--- src/design/jse_pkg.sv ---
// jse_pkg: shared constants, types and helpers for the JSON string escaper.
// Holds the job descriptor passed from front end to back end through the queue.
// No dependencies.
package jse_pkg;

	localparam int unsigned QUEUE_DEPTH = 4;

	localparam logic [7:0] CH_QUOTE   = 8'h22;
	localparam logic [7:0] CH_BSLASH  = 8'h5c;
	localparam logic [7:0] CH_LF      = 8'h0a;
	localparam logic [7:0] CH_CR      = 8'h0d;
	localparam logic [7:0] CH_TAB     = 8'h09;
	localparam logic [7:0] CH_N       = 8'h6e;
	localparam logic [7:0] CH_R       = 8'h72;
	localparam logic [7:0] CH_T       = 8'h74;
	localparam logic [7:0] CH_U       = 8'h75;
	localparam logic [7:0] CH_ZERO    = 8'h30;
	localparam logic [7:0] CTRL_LIMIT = 8'h20;
	localparam logic [7:0] ASCII_LIMIT = 8'h80;

	localparam logic [7:0] REPL_B0 = 8'hef;
	localparam logic [7:0] REPL_B1 = 8'hbf;
	localparam logic [7:0] REPL_B2 = 8'hbd;

	localparam logic [7:0] LEAD_MIN  = 8'hc2;
	localparam logic [7:0] LEAD2_MAX = 8'hdf;
	localparam logic [7:0] LEAD3_MAX = 8'hef;
	localparam logic [7:0] LEAD4_MAX = 8'hf4;
	localparam logic [7:0] CONT_LO   = 8'h80;
	localparam logic [7:0] CONT_HI   = 8'hbf;
	localparam logic [7:0] LEAD_E0   = 8'he0;
	localparam logic [7:0] LEAD_ED   = 8'hed;
	localparam logic [7:0] LEAD_F0   = 8'hf0;
	localparam logic [7:0] LEAD_F4   = 8'hf4;
	localparam logic [7:0] E0_LO     = 8'ha0;
	localparam logic [7:0] ED_HI     = 8'h9f;
	localparam logic [7:0] F0_LO     = 8'h90;
	localparam logic [7:0] F4_HI     = 8'h8f;

	typedef enum logic [1:0] {
		ESC_NONE,
		ESC_PAIR,
		ESC_UNI
	} esc_kind_t;

	// Output order: opening quote, replacements, passed bytes, escape, closing quote.
	typedef struct packed {
		logic            open_quote;
		logic [2:0]      repl_n;
		logic [2:0]      pass_n;
		logic [3:0][7:0] pass_bytes;
		esc_kind_t       esc_kind;
		logic [7:0]      esc_char;
		logic            close_quote;
	} job_t;

	function automatic logic [7:0] hex_char(input logic [3:0] n);
		logic [7:0] r;
		if (n < 4'd10) begin
			r = CH_ZERO + {4'h0, n};
		end else begin
			r = 8'h57 + {4'h0, n};
		end
		return r;
	endfunction

	// Is c acceptable as continuation number pos (1..3) after lead?
	function automatic logic fits(input logic [7:0] lead, input logic [1:0] pos,
		input logic [7:0] c);
		logic [7:0] lo;
		logic [7:0] hi;
		lo = CONT_LO;
		hi = CONT_HI;
		if (pos == 2'd1) begin
			if (lead == LEAD_E0) begin
				lo = E0_LO;
			end else if (lead == LEAD_ED) begin
				hi = ED_HI;
			end else if (lead == LEAD_F0) begin
				lo = F0_LO;
			end else if (lead == LEAD_F4) begin
				hi = F4_HI;
			end
		end
		return (c >= lo) && (c <= hi);
	endfunction

endpackage

--- src/design/jse_front.sv ---
// jse_front: accepts input beats, tracks string and UTF-8 hold state,
// and turns each beat into a job descriptor. Depends on jse_pkg.
module jse_front (
	input  logic              clk,
	input  logic              arst_n,
	input  logic              in_valid,
	output logic              in_ready,
	input  logic [7:0]        data_byte,
	input  logic              string_end,
	input  logic              full,
	output logic              push,
	output jse_pkg::job_t     push_job
);

	logic            open_q;
	logic [1:0]      held_cnt_q;
	logic [2:0]      seq_len_q;
	logic [2:0][7:0] held_q;

	logic            accept;
	logic            nxt_open;
	logic [1:0]      nxt_cnt;
	logic [2:0]      nxt_seq;
	logic            hold_we;
	logic [1:0]      hold_idx;
	logic            do_fresh;
	logic            job_empty;
	jse_pkg::job_t   job;

	assign in_ready = !full;
	assign accept   = in_valid && in_ready;

	always_comb begin
		job             = '0;
		job.esc_kind    = jse_pkg::ESC_NONE;
		job.pass_bytes  = {4{data_byte}};
		job.open_quote  = !open_q;
		nxt_open        = 1'b1;
		nxt_cnt         = held_cnt_q;
		nxt_seq         = seq_len_q;
		hold_we         = 1'b0;
		hold_idx        = 2'd0;
		do_fresh        = 1'b0;

		if (string_end) begin
			job.repl_n      = {1'b0, held_cnt_q};
			job.close_quote = 1'b1;
			nxt_open        = 1'b0;
			nxt_cnt         = 2'd0;
			nxt_seq         = 3'd0;
		end else if (held_cnt_q != 2'd0 && seq_len_q >= 3'd2) begin
			if (jse_pkg::fits(held_q[0], held_cnt_q, data_byte)) begin
				if ({1'b0, held_cnt_q} + 3'd1 >= seq_len_q) begin
					job.pass_n = {1'b0, held_cnt_q} + 3'd1;
					for (int i = 0; i < 3; i++) begin
						job.pass_bytes[i] = (2'(i) < held_cnt_q) ? held_q[i] : data_byte;
					end
					job.pass_bytes[3] = data_byte;
					nxt_cnt = 2'd0;
					nxt_seq = 3'd0;
				end else begin
					hold_we  = 1'b1;
					hold_idx = held_cnt_q;
					nxt_cnt  = held_cnt_q + 2'd1;
				end
			end else begin
				job.repl_n = {1'b0, held_cnt_q};
				nxt_cnt    = 2'd0;
				nxt_seq    = 3'd0;
				do_fresh   = 1'b1;
			end
		end else begin
			nxt_cnt  = 2'd0;
			nxt_seq  = 3'd0;
			do_fresh = 1'b1;
		end

		if (do_fresh) begin
			priority if (data_byte == jse_pkg::CH_QUOTE || data_byte == jse_pkg::CH_BSLASH) begin
				job.esc_kind = jse_pkg::ESC_PAIR;
				job.esc_char = data_byte;
			end else if (data_byte == jse_pkg::CH_LF) begin
				job.esc_kind = jse_pkg::ESC_PAIR;
				job.esc_char = jse_pkg::CH_N;
			end else if (data_byte == jse_pkg::CH_CR) begin
				job.esc_kind = jse_pkg::ESC_PAIR;
				job.esc_char = jse_pkg::CH_R;
			end else if (data_byte == jse_pkg::CH_TAB) begin
				job.esc_kind = jse_pkg::ESC_PAIR;
				job.esc_char = jse_pkg::CH_T;
			end else if (data_byte < jse_pkg::CTRL_LIMIT) begin
				job.esc_kind = jse_pkg::ESC_UNI;
				job.esc_char = data_byte;
			end else if (data_byte < jse_pkg::ASCII_LIMIT) begin
				job.pass_n = 3'd1;
			end else if (data_byte >= jse_pkg::LEAD_MIN && data_byte <= jse_pkg::LEAD4_MAX) begin
				hold_we  = 1'b1;
				hold_idx = 2'd0;
				nxt_cnt  = 2'd1;
				if (data_byte <= jse_pkg::LEAD2_MAX) begin
					nxt_seq = 3'd2;
				end else if (data_byte <= jse_pkg::LEAD3_MAX) begin
					nxt_seq = 3'd3;
				end else begin
					nxt_seq = 3'd4;
				end
			end else begin
				job.repl_n = job.repl_n + 3'd1;
			end
		end
	end

	assign job_empty = !job.open_quote && !job.close_quote && job.repl_n == 3'd0 &&
		job.pass_n == 3'd0 && job.esc_kind == jse_pkg::ESC_NONE;
	assign push      = accept && !job_empty;
	assign push_job  = job;

	always_ff @(posedge clk or negedge arst_n) begin
		if (!arst_n) begin
			open_q     <= 1'b0;
			held_cnt_q <= 2'd0;
			seq_len_q  <= 3'd0;
		end else if (accept) begin
			open_q     <= nxt_open;
			held_cnt_q <= nxt_cnt;
			seq_len_q  <= nxt_seq;
		end
	end

	always_ff @(posedge clk) begin
		if (accept && hold_we) begin
			held_q[hold_idx] <= data_byte;
		end
	end

	a_held_consistent: assert property (@(posedge clk) disable iff (!arst_n)
		held_cnt_q != 2'd0 |-> (seq_len_q >= 3'd2 && {1'b0, held_cnt_q} < seq_len_q))
		else $error("held count out of step with sequence length");

endmodule

--- src/design/jse_fifo.sv ---
// jse_fifo: short job queue between front end and back end.
// Depends on jse_pkg for the job descriptor type.
module jse_fifo #(
	parameter int unsigned DEPTH = jse_pkg::QUEUE_DEPTH
) (
	input  logic          clk,
	input  logic          arst_n,
	input  logic          push,
	input  jse_pkg::job_t push_job,
	output logic          full,
	input  logic          pop,
	output jse_pkg::job_t pop_job,
	output logic          empty
);

	localparam int unsigned PTR_W = (DEPTH > 1) ? $clog2(DEPTH) : 1;
	localparam int unsigned CNT_W = $clog2(DEPTH + 1);
	localparam logic [PTR_W-1:0] PTR_LAST = PTR_W'(DEPTH - 1);

	jse_pkg::job_t    mem_q [DEPTH];
	logic [PTR_W-1:0] wr_ptr_q;
	logic [PTR_W-1:0] rd_ptr_q;
	logic [CNT_W-1:0] count_q;

	assign full    = (count_q == CNT_W'(DEPTH));
	assign empty   = (count_q == '0);
	assign pop_job = mem_q[rd_ptr_q];

	always_ff @(posedge clk or negedge arst_n) begin
		if (!arst_n) begin
			wr_ptr_q <= '0;
			rd_ptr_q <= '0;
			count_q  <= '0;
		end else begin
			if (push) begin
				wr_ptr_q <= (wr_ptr_q == PTR_LAST) ? '0 : wr_ptr_q + 1'b1;
			end
			if (pop) begin
				rd_ptr_q <= (rd_ptr_q == PTR_LAST) ? '0 : rd_ptr_q + 1'b1;
			end
			if (push && !pop) begin
				count_q <= count_q + 1'b1;
			end else if (pop && !push) begin
				count_q <= count_q - 1'b1;
			end
		end
	end

	always_ff @(posedge clk) begin
		if (push) begin
			mem_q[wr_ptr_q] <= push_job;
		end
	end

	a_no_overflow: assert property (@(posedge clk) disable iff (!arst_n)
		push |-> (!full || pop))
		else $error("job queue written while full");

	a_no_underflow: assert property (@(posedge clk) disable iff (!arst_n)
		pop |-> !empty)
		else $error("job queue read while empty");

endmodule

--- src/design/jse_back.sv ---
// jse_back: takes jobs from the queue and emits their bytes, one per beat.
// The job register doubles as the output register. Depends on jse_pkg.
module jse_back (
	input  logic          clk,
	input  logic          arst_n,
	input  logic          empty,
	input  jse_pkg::job_t pop_job,
	output logic          pop,
	output logic          out_valid,
	input  logic          out_ready,
	output logic [7:0]    out_byte,
	output logic          run_last,
	output logic          closing_quote
);

	logic            open_q;
	logic [2:0]      repl_q;
	logic [1:0]      rph_q;
	logic [2:0]      pass_cnt_q;
	logic [3:0][7:0] pass_q;
	logic [2:0]      esc_cnt_q;
	jse_pkg::esc_kind_t esc_kind_q;
	logic [7:0]      esc_char_q;
	logic            close_q;

	logic            fire;
	logic            rest;
	logic [7:0]      esc_byte;

	assign out_valid = open_q || repl_q != 3'd0 || pass_cnt_q != 3'd0 ||
		esc_cnt_q != 3'd0 || close_q;
	assign fire = out_valid && out_ready;
	assign pop  = !empty && (!out_valid || (fire && run_last));

	always_comb begin
		if (esc_kind_q == jse_pkg::ESC_PAIR) begin
			esc_byte = (esc_cnt_q == 3'd2) ? jse_pkg::CH_BSLASH : esc_char_q;
		end else begin
			unique case (esc_cnt_q)
				3'd5:    esc_byte = jse_pkg::CH_U;
				3'd4:    esc_byte = jse_pkg::CH_ZERO;
				3'd3:    esc_byte = jse_pkg::CH_ZERO;
				3'd2:    esc_byte = jse_pkg::hex_char(esc_char_q[7:4]);
				3'd1:    esc_byte = jse_pkg::hex_char(esc_char_q[3:0]);
				default: esc_byte = jse_pkg::CH_BSLASH;
			endcase
		end
	end

	always_comb begin
		closing_quote = 1'b0;
		priority if (open_q) begin
			out_byte = jse_pkg::CH_QUOTE;
			rest = repl_q != 3'd0 || pass_cnt_q != 3'd0 || esc_cnt_q != 3'd0 || close_q;
		end else if (repl_q != 3'd0) begin
			unique case (rph_q)
				2'd0:    out_byte = jse_pkg::REPL_B0;
				2'd1:    out_byte = jse_pkg::REPL_B1;
				default: out_byte = jse_pkg::REPL_B2;
			endcase
			rest = repl_q > 3'd1 || rph_q != 2'd2 || pass_cnt_q != 3'd0 ||
				esc_cnt_q != 3'd0 || close_q;
		end else if (pass_cnt_q != 3'd0) begin
			out_byte = pass_q[0];
			rest = pass_cnt_q > 3'd1 || esc_cnt_q != 3'd0 || close_q;
		end else if (esc_cnt_q != 3'd0) begin
			out_byte = esc_byte;
			rest = esc_cnt_q > 3'd1 || close_q;
		end else begin
			out_byte      = jse_pkg::CH_QUOTE;
			closing_quote = close_q;
			rest          = 1'b0;
		end
	end

	assign run_last = !rest;

	always_ff @(posedge clk or negedge arst_n) begin
		if (!arst_n) begin
			open_q     <= 1'b0;
			repl_q     <= 3'd0;
			rph_q      <= 2'd0;
			pass_cnt_q <= 3'd0;
			esc_cnt_q  <= 3'd0;
			close_q    <= 1'b0;
		end else if (pop) begin
			open_q     <= pop_job.open_quote;
			repl_q     <= pop_job.repl_n;
			rph_q      <= 2'd0;
			pass_cnt_q <= pop_job.pass_n;
			unique case (pop_job.esc_kind)
				jse_pkg::ESC_PAIR: esc_cnt_q <= 3'd2;
				jse_pkg::ESC_UNI:  esc_cnt_q <= 3'd6;
				default:           esc_cnt_q <= 3'd0;
			endcase
			close_q    <= pop_job.close_quote;
		end else if (fire) begin
			priority if (open_q) begin
				open_q <= 1'b0;
			end else if (repl_q != 3'd0) begin
				if (rph_q == 2'd2) begin
					rph_q  <= 2'd0;
					repl_q <= repl_q - 3'd1;
				end else begin
					rph_q <= rph_q + 2'd1;
				end
			end else if (pass_cnt_q != 3'd0) begin
				pass_cnt_q <= pass_cnt_q - 3'd1;
			end else if (esc_cnt_q != 3'd0) begin
				esc_cnt_q <= esc_cnt_q - 3'd1;
			end else begin
				close_q <= 1'b0;
			end
		end
	end

	always_ff @(posedge clk) begin
		if (pop) begin
			pass_q     <= pop_job.pass_bytes;
			esc_kind_q <= pop_job.esc_kind;
			esc_char_q <= pop_job.esc_char;
		end else if (fire && !open_q && repl_q == 3'd0 && pass_cnt_q != 3'd0) begin
			pass_q <= {8'h00, pass_q[3:1]};
		end
	end

	a_job_not_empty: assert property (@(posedge clk) disable iff (!arst_n)
		pop |=> out_valid)
		else $error("loaded job produced no beat");

	a_close_is_last: assert property (@(posedge clk) disable iff (!arst_n)
		closing_quote |-> (out_valid && run_last))
		else $error("closing quote not last beat of its job");

	a_drain_idle: assert property (@(posedge clk) disable iff (!arst_n)
		(fire && run_last && empty) |=> !out_valid)
		else $error("output still valid after last job drained");

endmodule

--- src/design/json_string_escaper_utf8_sanitize_top.sv ---
// Top level of the JSON string escaper with strict UTF-8 sanitizing.
// Instantiates jse_front, jse_fifo and jse_back; depends on jse_pkg.
//
// Input channel (in_valid/in_ready): one raw byte per beat in data_byte, or a
// beat with string_end set that flushes held bytes and closes the string.
// Output channel (out_valid/out_ready): one byte of quoted, escaped JSON text
// per beat; run_last marks the last byte caused by an input beat and
// closing_quote marks the closing quote.
// The accepting edge writes a beat's job into the job queue; the back end later
// pops it into the output register, which then drives its first output byte.
// Throughput: one input beat per cycle while the job queue has room; one
// output byte per cycle while the receiver is ready. A beat expands to 0..15
// bytes, so the sustained input rate is set by the output side, with the
// QUEUE_DEPTH-entry job queue absorbing bursts.
// A stalled receiver holds the current byte steady; the front end keeps taking
// beats until the queue fills, then drops in_ready.
// Reset empties the queue and the output register and forgets any open string
// or held UTF-8 bytes; the next beat starts a new string with its quote.
module json_string_escaper_utf8_sanitize_top #(
	parameter int unsigned QUEUE_DEPTH = jse_pkg::QUEUE_DEPTH
) (
	input  logic       clk,
	input  logic       arst_n,
	input  logic       in_valid,
	output logic       in_ready,
	input  logic [7:0] data_byte,
	input  logic       string_end,
	output logic       out_valid,
	input  logic       out_ready,
	output logic [7:0] out_byte,
	output logic       run_last,
	output logic       closing_quote
);

	logic          push;
	logic          full;
	logic          pop;
	logic          empty;
	jse_pkg::job_t push_job;
	jse_pkg::job_t pop_job;

	jse_front u_front (
		.clk        (clk),
		.arst_n     (arst_n),
		.in_valid   (in_valid),
		.in_ready   (in_ready),
		.data_byte  (data_byte),
		.string_end (string_end),
		.full       (full),
		.push       (push),
		.push_job   (push_job)
	);

	jse_fifo #(
		.DEPTH (QUEUE_DEPTH)
	) u_fifo (
		.clk      (clk),
		.arst_n   (arst_n),
		.push     (push),
		.push_job (push_job),
		.full     (full),
		.pop      (pop),
		.pop_job  (pop_job),
		.empty    (empty)
	);

	jse_back u_back (
		.clk           (clk),
		.arst_n        (arst_n),
		.empty         (empty),
		.pop_job       (pop_job),
		.pop           (pop),
		.out_valid     (out_valid),
		.out_ready     (out_ready),
		.out_byte      (out_byte),
		.run_last      (run_last),
		.closing_quote (closing_quote)
	);

endmodule

--- config.mk ---
export PLATFORM = sky130hd
export DESIGN_NAME = json_string_escaper_utf8_sanitize_top
export DESIGN_NICKNAME = d
export VERILOG_FILES = /design/src/design/jse_pkg.sv /design/src/design/jse_front.sv /design/src/design/jse_fifo.sv /design/src/design/jse_back.sv /design/src/design/json_string_escaper_utf8_sanitize_top.sv
export SDC_FILE = /design/constraint.sdc
export NUM_CORES = 1
export LEC_CHECK = 0
export BUFFER_PORTS_ARGS = -buffer_cell sky130_fd_sc_hd__buf_2
export CAP_MARGIN = 0
export CORE_MARGIN = 5
export CORE_UTILIZATION = 47
export CTS_CLUSTER_SIZE = 16
export DETAILED_ROUTE_END_ITERATION = 8
export SETUP_SLACK_MARGIN = 0.2
export SLEW_MARGIN = 20
export SYNTH_ARGS = -nofsm -noshare
export SYNTH_HDL_FRONTEND = slang
export SYNTH_HIERARCHICAL = 1
export SYNTH_SLANG_ARGS = --single-unit
--- constraint.sdc ---
create_clock -name clk -period 5.16 [get_ports clk]
set_input_delay 1.032 -clock clk [delete_from_list [all_inputs] [get_ports clk]]
set_output_delay 1.032 -clock clk [all_outputs]
set_load 0.005 [all_outputs]
Word level (Yosys, flattened, before mapping)
Memories as Yosys holds them, arrays and structs flattened.
Cells that the tools add are included.
{"block": "word_totals", "mem_count": 1, "in_bits": 13, "output_inout_bits": 12, "elab_cells": 304, "ff_bits": 92, "mem_bits_rw": 200}
{"block": "classes", "n_eq_ne": 28, "n_mux": 151, "n_lt_le_gt_ge": 20, "reduce_logical": 68, "n_addsub": 15}
{"name": "u_fifo.mem_q", "depth": 4, "word_bits": 50, "rd": 1, "rd_ports_with_merged_regs": 0, "write_ports": 1, "line_no": "jse_fifo.sv:20", "rtl": "jse_pkg::job_t mem_q [DEPTH];"}
{"op": "2-to-1 mux 8 bit", "n": 23}
{"op": "2-to-1 mux 3 bit", "n": 36}
{"op": "2-to-1 mux 35 bit", "n": 3}
{"op": "2-to-1 mux 2 bit", "n": 32}
{"op": "2-to-1 mux 32 bit", "n": 2}
{"op": "2-to-1 mux 10 bit", "n": 6}
{"op": "2-to-1 mux 6 bit", "n": 7}
{"op": "2-to-1 mux 38 bit", "n": 1}
{"op": "2-to-1 mux 1 bit", "n": 35}
{"op": "equality test 8 bit (second input constant)", "n": 4}
{"op": "case mux 8 bit (4 select lines)", "n": 1}
{"op": "bitwise mux 24 bit", "n": 1}
{"op": "equality test 8 x 4 -> 1 bit (second input constant)", "n": 3}
{"op": "<= comparator 8 bit (second input constant)", "n": 3}
{"op": "logical AND 1 bit", "n": 19}
{"op": "adder 7 x 4 -> 8 bit (first input constant)", "n": 2}
{"op": "demux 8 bit (select 2 bit)", "n": 1}
{"op": "logical OR 1 bit", "n": 16}
{"op": "nonzero test 2 bit", "n": 8}
{"op": "adder 6 x 4 -> 7 bit (first input constant)", "n": 2}
{"op": "case mux 7 bit (2 select lines)", "n": 1}
{"op": "zero test 3 bit", "n": 4}
{"op": "subtractor 3 x 1 -> 3 bit (second input constant)", "n": 4}
{"op": "zero test 1 bit", "n": 10}
{"op": "other kinds (32)", "n": 58}

Logic depth before layout (Yosys ltp)
{"block": "logic_depth", "depth_word": 32, "mapped_depth": 22}

By module
Netlist, hierarchy kept.
{"module": "jse_fifo", "instances": 1, "seq_area_each_um2": 6180.9, "area_each_um2": 7688.6, "cells_each": 299}
{"module": "jse_back", "instances": 1, "seq_area_each_um2": 1586.5, "area_each_um2": 3225.6, "cells_each": 269}
{"module": "jse_front", "instances": 1, "seq_area_each_um2": 870.8, "area_each_um2": 2209.6, "cells_each": 218}

Worst setup path after synthesis
Ideal clock, no wire load.
{"block": "synth_path", "kind": "input -> register", "from": "input port data_byte[4]", "to": "memory u_fifo/mem_q[3][0] (netlist name) (enable)", "cell_stages": 13, "required_time_ps": 4747, "slack_ps": -196, "arrival_time_ps": 4944, "path_cell_list": "clkbuf_1 inv_1 ha_1 and3b_1 a211o_2 a311oi_1 nor2_1 nor2_1 ha_1 o21ai_0 a41o_1 a41oi_1 and2_1"}
{"block": "synth_via", "elab_chain_cells": 22}
{"element": "start: declaration", "line_no": "json_string_escaper_utf8_sanitize_top.sv:26", "rtl": "input logic [7:0] data_byte,"}
{"element": ">= comparator 8 bit / <= comparator 8 bit (equally long branches)", "line_no": "jse_pkg.sv:85", "rtl": "return (c >= lo) && (c <= hi);"}
{"element": "logical AND 1 bit", "line_no": "jse_pkg.sv:85"}
{"element": "2-to-1 mux 2 bit", "line_no": "jse_front.sv:52", "rtl": "if (jse_pkg::fits(held_q[0], held_cnt_q, data_byte)) begin"}
{"element": "2-to-1 mux 38 bit", "line_no": "jse_front.sv:51", "rtl": "end else if (held_cnt_q != 2'd0 && seq_len_q >= 3'd2) begin"}
{"element": "2-to-1 mux 3 bit", "line_no": "jse_front.sv:45", "rtl": "if (string_end) begin"}
{"element": "adder 3 x 1 -> 3 bit", "line_no": "jse_front.sv:108", "rtl": "job.repl_n = job.repl_n + 3'd1;"}
{"element": "2-to-1 mux 3 bit", "line_no": "jse_front.sv:96", "rtl": "end else if (data_byte >= jse_pkg::LEAD_MIN && data_byte <= jse_pkg::LEAD4_MAX) begin"}
{"element": "2-to-1 mux 3 bit", "line_no": "jse_front.sv:94", "rtl": "end else if (data_byte < jse_pkg::ASCII_LIMIT) begin"}
{"element": "[6 not listed]"}
{"element": "zero test 3 bit", "line_no": "jse_front.sv:113", "rtl": "assign job_empty = !job.open_quote && !job.close_quote && job.repl_n == 3'd0 &&"}
{"element": "logical AND 1 bit (2 in a row)", "line_no": "jse_front.sv:113"}
{"element": "logical AND 1 bit *", "line_no": "jse_front.sv:114", "rtl": "job.pass_n == 3'd0 && job.esc_kind == jse_pkg::ESC_NONE;"}
{"element": "zero test 1 bit *", "line_no": "jse_front.sv:115", "rtl": "assign push = accept && !job_empty;"}
{"element": "logical AND 1 bit *", "line_no": "jse_front.sv:115"}
{"element": "via push", "line_no": "json_string_escaper_utf8_sanitize_top.sv:35", "rtl": "logic push;"}
{"element": "2-to-1 mux 1 bit *", "line_no": "jse_fifo.sv:50", "rtl": "if (push) begin"}
{"element": "2-to-1 mux 1 bit (not written as such) *", "line_no": "jse_fifo.sv:51", "rtl": "mem_q[wr_ptr_q] <= push_job;"}
{"element": "end: declaration", "line_no": "jse_fifo.sv:20"}
The timed path passes the listed nets; every way through them passes the cells marked *.

Worst setup path after layout
{"block": "layout_path", "from": "register u_front.held_cnt_q[1]", "to": "register u_fifo.count_q[2]"}
{"block": "layout_via", "elab_chain_cells": 27}
{"element": "start: declaration", "line_no": "jse_front.sv:16", "rtl": "logic [1:0] held_cnt_q;"}
{"element": "start signal: assignment", "line_no": "jse_front.sv:125", "rtl": "held_cnt_q <= nxt_cnt;"}
{"element": "equality test 2 x 1 -> 1 bit", "line_no": "jse_pkg.sv:74", "rtl": "if (pos == 2'd1) begin"}
{"element": "2-to-1 mux 8 bit", "line_no": "jse_pkg.sv:74"}
{"element": "2-to-1 mux 8 bit", "line_no": "jse_front.sv:51"}
{"element": "2-to-1 mux 8 bit", "line_no": "jse_front.sv:45"}
{"element": ">= comparator 8 bit / <= comparator 8 bit (equally long branches)", "line_no": "jse_pkg.sv:85"}
{"element": "logical AND 1 bit", "line_no": "jse_pkg.sv:85"}
{"element": "2-to-1 mux 2 bit", "line_no": "jse_front.sv:52"}
{"element": "2-to-1 mux 38 bit", "line_no": "jse_front.sv:51"}
{"element": "[11 not listed]"}
{"element": "logical AND 1 bit (2 in a row)", "line_no": "jse_front.sv:113"}
{"element": "logical AND 1 bit *", "line_no": "jse_front.sv:114"}
{"element": "zero test 1 bit *", "line_no": "jse_front.sv:115"}
{"element": "logical AND 1 bit *", "line_no": "jse_front.sv:115"}
{"element": "via push", "line_no": "json_string_escaper_utf8_sanitize_top.sv:35"}
{"element": "zero test 1 bit", "line_no": "jse_fifo.sv:43", "rtl": "end else if (pop && !push) begin"}
{"element": "logical AND 1 bit", "line_no": "jse_fifo.sv:43"}
{"element": "nonzero test 2 bit (no line)"}
{"element": "end signal: assignment", "line_no": "jse_fifo.sv:42", "rtl": "count_q <= count_q + 1'b1;"}
{"element": "end signal: assignment", "line_no": "jse_fifo.sv:44", "rtl": "count_q <= count_q - 1'b1;"}
{"element": "end: declaration", "line_no": "jse_fifo.sv:23", "rtl": "logic [CNT_W-1:0] count_q;"}
The timed path passes the listed nets; every way through them passes the cells marked *. The select of a mux whose other input is x is not followed.
A chain may end at the register's enable or synchronous reset.

==> impl_metrics.env <==
export IMPL_internal_power_w=0.005273
export IMPL_setup_viol=0
export IMPL_mostFrequentLayoutCell="edfxtp_1"
export IMPL_peakVddDrop_uv=214.6
export IMPL_post_dp_hpwl_mm=17.80
export IMPL_area_delta_synth_final_pct=11.90
export IMPL_n_antenna_cell=0
export IMPL_synth_area_mm2=0.01312
export IMPL_place_gp_congestion=0.8992
export IMPL_synthAdderAreaFrac_pct=3.280
export IMPL_gr_usage_met3_pct=2.158
export IMPL_crit_fanout=4
export IMPL_hold_depth=1
export IMPL_ys_async_sr_fraction_pct=8.904
export IMPL_outcome="complete, no violations"
export IMPL_worst_pin_slew_ns=0.9494
export IMPL_most_common_layout_cells="edfxtp_1, mux4_2, nor2_1"
export IMPL_ant_nets=0
export IMPL_cts_root_buf="clkbuf_16"
export IMPL_ys_flop_type="edfxtp_1"
export IMPL_ctsHtreeMaxLevel=1
export IMPL_drtPass1Iterations=7
export IMPL_fmax_ghz=0.2169
export IMPL_drive_gt1_share_pct=26.21
export IMPL_fin_setup_tns_ns=0
export IMPL_drt_iter0_markers=501
export IMPL_ys_ff_latch=292
export IMPL_yosys_area_top_type="edfxtp_1"
export IMPL_dp_cells=1170
export IMPL_avgSynthCellArea_um2=16.70
export IMPL_hp_class="register to register"
export IMPL_synth_compound_area_share_pct=5.692
export IMPL_p_comb_share_pct=25.9
export IMPL_hold_buffers=0
export IMPL_critical_path_class="register to register"
export IMPL_crit_path_end_kind="register"
export IMPL_ys_warnings_count=6
export IMPL_synth_seq_area_share_pct=65.82
export IMPL_required_ns=5.62
export IMPL_rows=61
export IMPL_netlist_instances=786
export IMPL_dieArea_mm2=0.03136
export IMPL_hold_viol_final=0
export IMPL_grt_pass1_vias=7260
export IMPL_drc=0
export IMPL_rr_worst_depth=21
export IMPL_grt_overflow_total=0
export IMPL_wire_per_inst_um=21.49
export IMPL_grt_total_usage_pct=17.28
export IMPL_grt_max_degree=54
export IMPL_tritoncts="built"
export IMPL_dieHeight_um=177.1
export IMPL_viasPerCell=5.549
export IMPL_antenna_found_initial=0
export IMPL_yosysTopAreaCellShare_pct=60.86
export IMPL_reg2reg_from="u_front/held_cnt_q[1]"
export IMPL_drv_slew=0
export IMPL_synth_xor_xnor_area_share_pct=0.7341
export IMPL_rsz0062_at_grt="false"
export IMPL_synth_mux_area_share_pct=14.13
export IMPL_min_from="u_fifo/count_q[2]"
export IMPL_period_minus_slack_ns=4.610
export IMPL_arrival_ns=5.07
export IMPL_cts_buffers=29
export IMPL_reg2reg_to="u_fifo/count_q[2]"
export IMPL_timing_slew_headroom_pct=36.28
export IMPL_period_share_pct=89.33
export IMPL_drv_cap=0
export IMPL_synth_top_family_by_area="multiplexers"
export IMPL_vias=6798
export IMPL_yosysUniqueCellTypes=73
export IMPL_p_leak_nw=5.198
export IMPL_portBuffers=24
export IMPL_setup_ws_ns=0.5503
export IMPL_synth_edf_count=266
export IMPL_startpoint_type="register"
export IMPL_cts_sinks=292
export IMPL_synthSimpleGateAreaFrac_pct=6.874
export IMPL_skew_ns=0.01821
export IMPL_path_clk_slew_ns=0.07
export IMPL_swShare_pct=28.28
export IMPL_pwr_share_clk_pct=28.4
export IMPL_grt_pass1_wl_mm=42.08
export IMPL_syn_nets=832
export IMPL_busiest_layer="met2"
export IMPL_design_area_mm2=0.01469
export IMPL_synth_area_top_cells="edfxtp_1, mux4_2, dfrtp_1"
export IMPL_dpl_cell_area_mm2=0.01368
export IMPL_start_util_pct=47.37
export IMPL_place_worst_setup_slack_ns=0.3474
export IMPL_fin_cells=1225
export IMPL_pwr_share_seq_pct=45.7
export IMPL_fp_coreArea_mm2=0.02771
export IMPL_routed_wl_mm=26.33
export IMPL_fin_nets=870
export IMPL_die_x_um=177.1
export IMPL_reg2reg_setup_slack_ns=0.55
export IMPL_pwr_density_cell_mw_per_mm2=500.6
export IMPL_cts_max_path_buffers=3
export IMPL_p_switching_w=0.002079
export IMPL_ios=25
export IMPL_clk_latency_ns=0.55
export IMPL_min_delay_worst_endpoint="u_fifo/count_q[2]"
export IMPL_gr_usage_met1_pct=24.79
export IMPL_crit_start="u_front/held_cnt_q[1]"
export IMPL_met2_usage_pct=28.48
==> registers in the layout, summed over array words and instances (netlist names), 3 cells and up <==
name               count
u_back/esc_char_q      8
u_back/esc_cnt_q       3
u_back/pass_cnt_q      3
u_back/pass_q         32
u_back/repl_q          3
u_fifo/count_q         3
u_fifo/mem_q         200
u_front/held_q        24
u_front/seq_len_q      3
==> how the worst max path moves through the flow <==
stage	slack [ns]	to	cells after the start
finish	0.55	u_fifo/count_q[2]	21
detailed placement	0.35	u_fifo/count_q[2]	18
global route	0.21	u_fifo/count_q[2]	21
CTS	0.31	u_fifo/count_q[2]	21
floorplan	0.31	u_fifo/count_q[2]	18
global placement	0.35	u_fifo/count_q[2]	18
==> metrics by stage <==
step	hold slack (ns)	power, W	util [%]
floorplan	0.4498	0.004812	-
global placement	0.4727	0.005265	49.36
detailed placement	0.4741	0.005326	49.36
CTS	0.4862	0.007428	52.84
global route	0.5196	0.007752	53.01
finish	0.4857	0.007352	53.01
==> layer usage <==
| layer | routed length [µm] | vias to the layer above |
|---|---|---|
| li1 | - | 3122 |
| met1 | 11950 | 3454 |
| met2 | 12660 | 174 |
| met3 | 1156 | 48 |
| met4 | 563 | 0 |
| met5 | 0 | - |
==> repair_timing <==
item,CTS,global route
resized for setup,0,4
setup buffers,0,0
setup endpoints to repair,0,177
==> Yosys cell counts (all sizes together) (2+ instances only) <==
cell type / n
o221ai: 3
dfrtp: 26
nand2b: 17
mux2i: 3
or3: 3
o22ai: 3
o21a: 4
nor3b: 2
a41o: 2
nor4: 5
a22o: 3
and2: 17
a21oi: 23
nor2: 38
xnor2: 9
nand3b: 4
o21bai: 3
a32o: 3
clkbuf: 12
a21o: 4
a41oi: 2
nand2: 38
and3: 3
xor2: 2
a2111oi: 3
inv: 34
a311oi: 3
buf: 29
edfxtp: 266
or2: 4
a2bb2oi: 2
a31o: 2
nor3: 11
mux2: 52
ha: 32
nor2b: 8
nand4: 3
a211oi: 9
o21ai: 23
mux4: 50
a31oi: 5
and3b: 2
nand3: 4
==> area by class of cell <==
cell class	count	area (µm²)
Fill cell	2214	13020
Clock buffer	31	733.2
Clock inverter	23	230.2
Tap cell	378	473.0
Inverter	34	127.6
Timing Repair Buffer	48	412.9
Sequential cell	292	8643
Multi-Input combinational cell	419	4065
==> power by group through the flow <==
stage / combinational, W / clock [W] / sequential (W)
floorplan: 0.00154 / 0 / 0.00327
global placement: 0.00182 / 0 / 0.00344
detailed placement: 0.00185 / 0 / 0.00347
CTS: 0.00186 / 0.00214 / 0.00342
global route: 0.00208 / 0.00226 / 0.00341
finish: 0.00190 / 0.00209 / 0.00336
==> kinds of logic after synthesis <==
group | after synthesis
muxes | 105
AOI/OAI and AO/OA | 105
other | 1
adders and majority gates | 34
buffers and inverters | 75
xor gates and xnor gates | 11
and+or+nand+nor | 163
DFF | 292
==> critical path: stages (launching register included) <==
cell and delay, ns:
dfrtp_1 0.37, inv_1 0.12, ha_1 0.17, nand4_1 0.18
nor4_2 0.28, nor2b_1 0.16, ha_1 0.23, and3b_1 0.18
a211o_2 0.39, a311oi_4 0.35, nor2_1 0.10, nor2_2 0.13
ha_1 0.15, o21ai_0 0.10, a41o_1 0.25, a41oi_1 0.23
ha_1 0.23, inv_1 0.07, fa_1 0.43, xor2_1 0.15
nor2_1 0.11, xor2_1 0.15
Note: power is estimated with default switching activity, not from simulation.
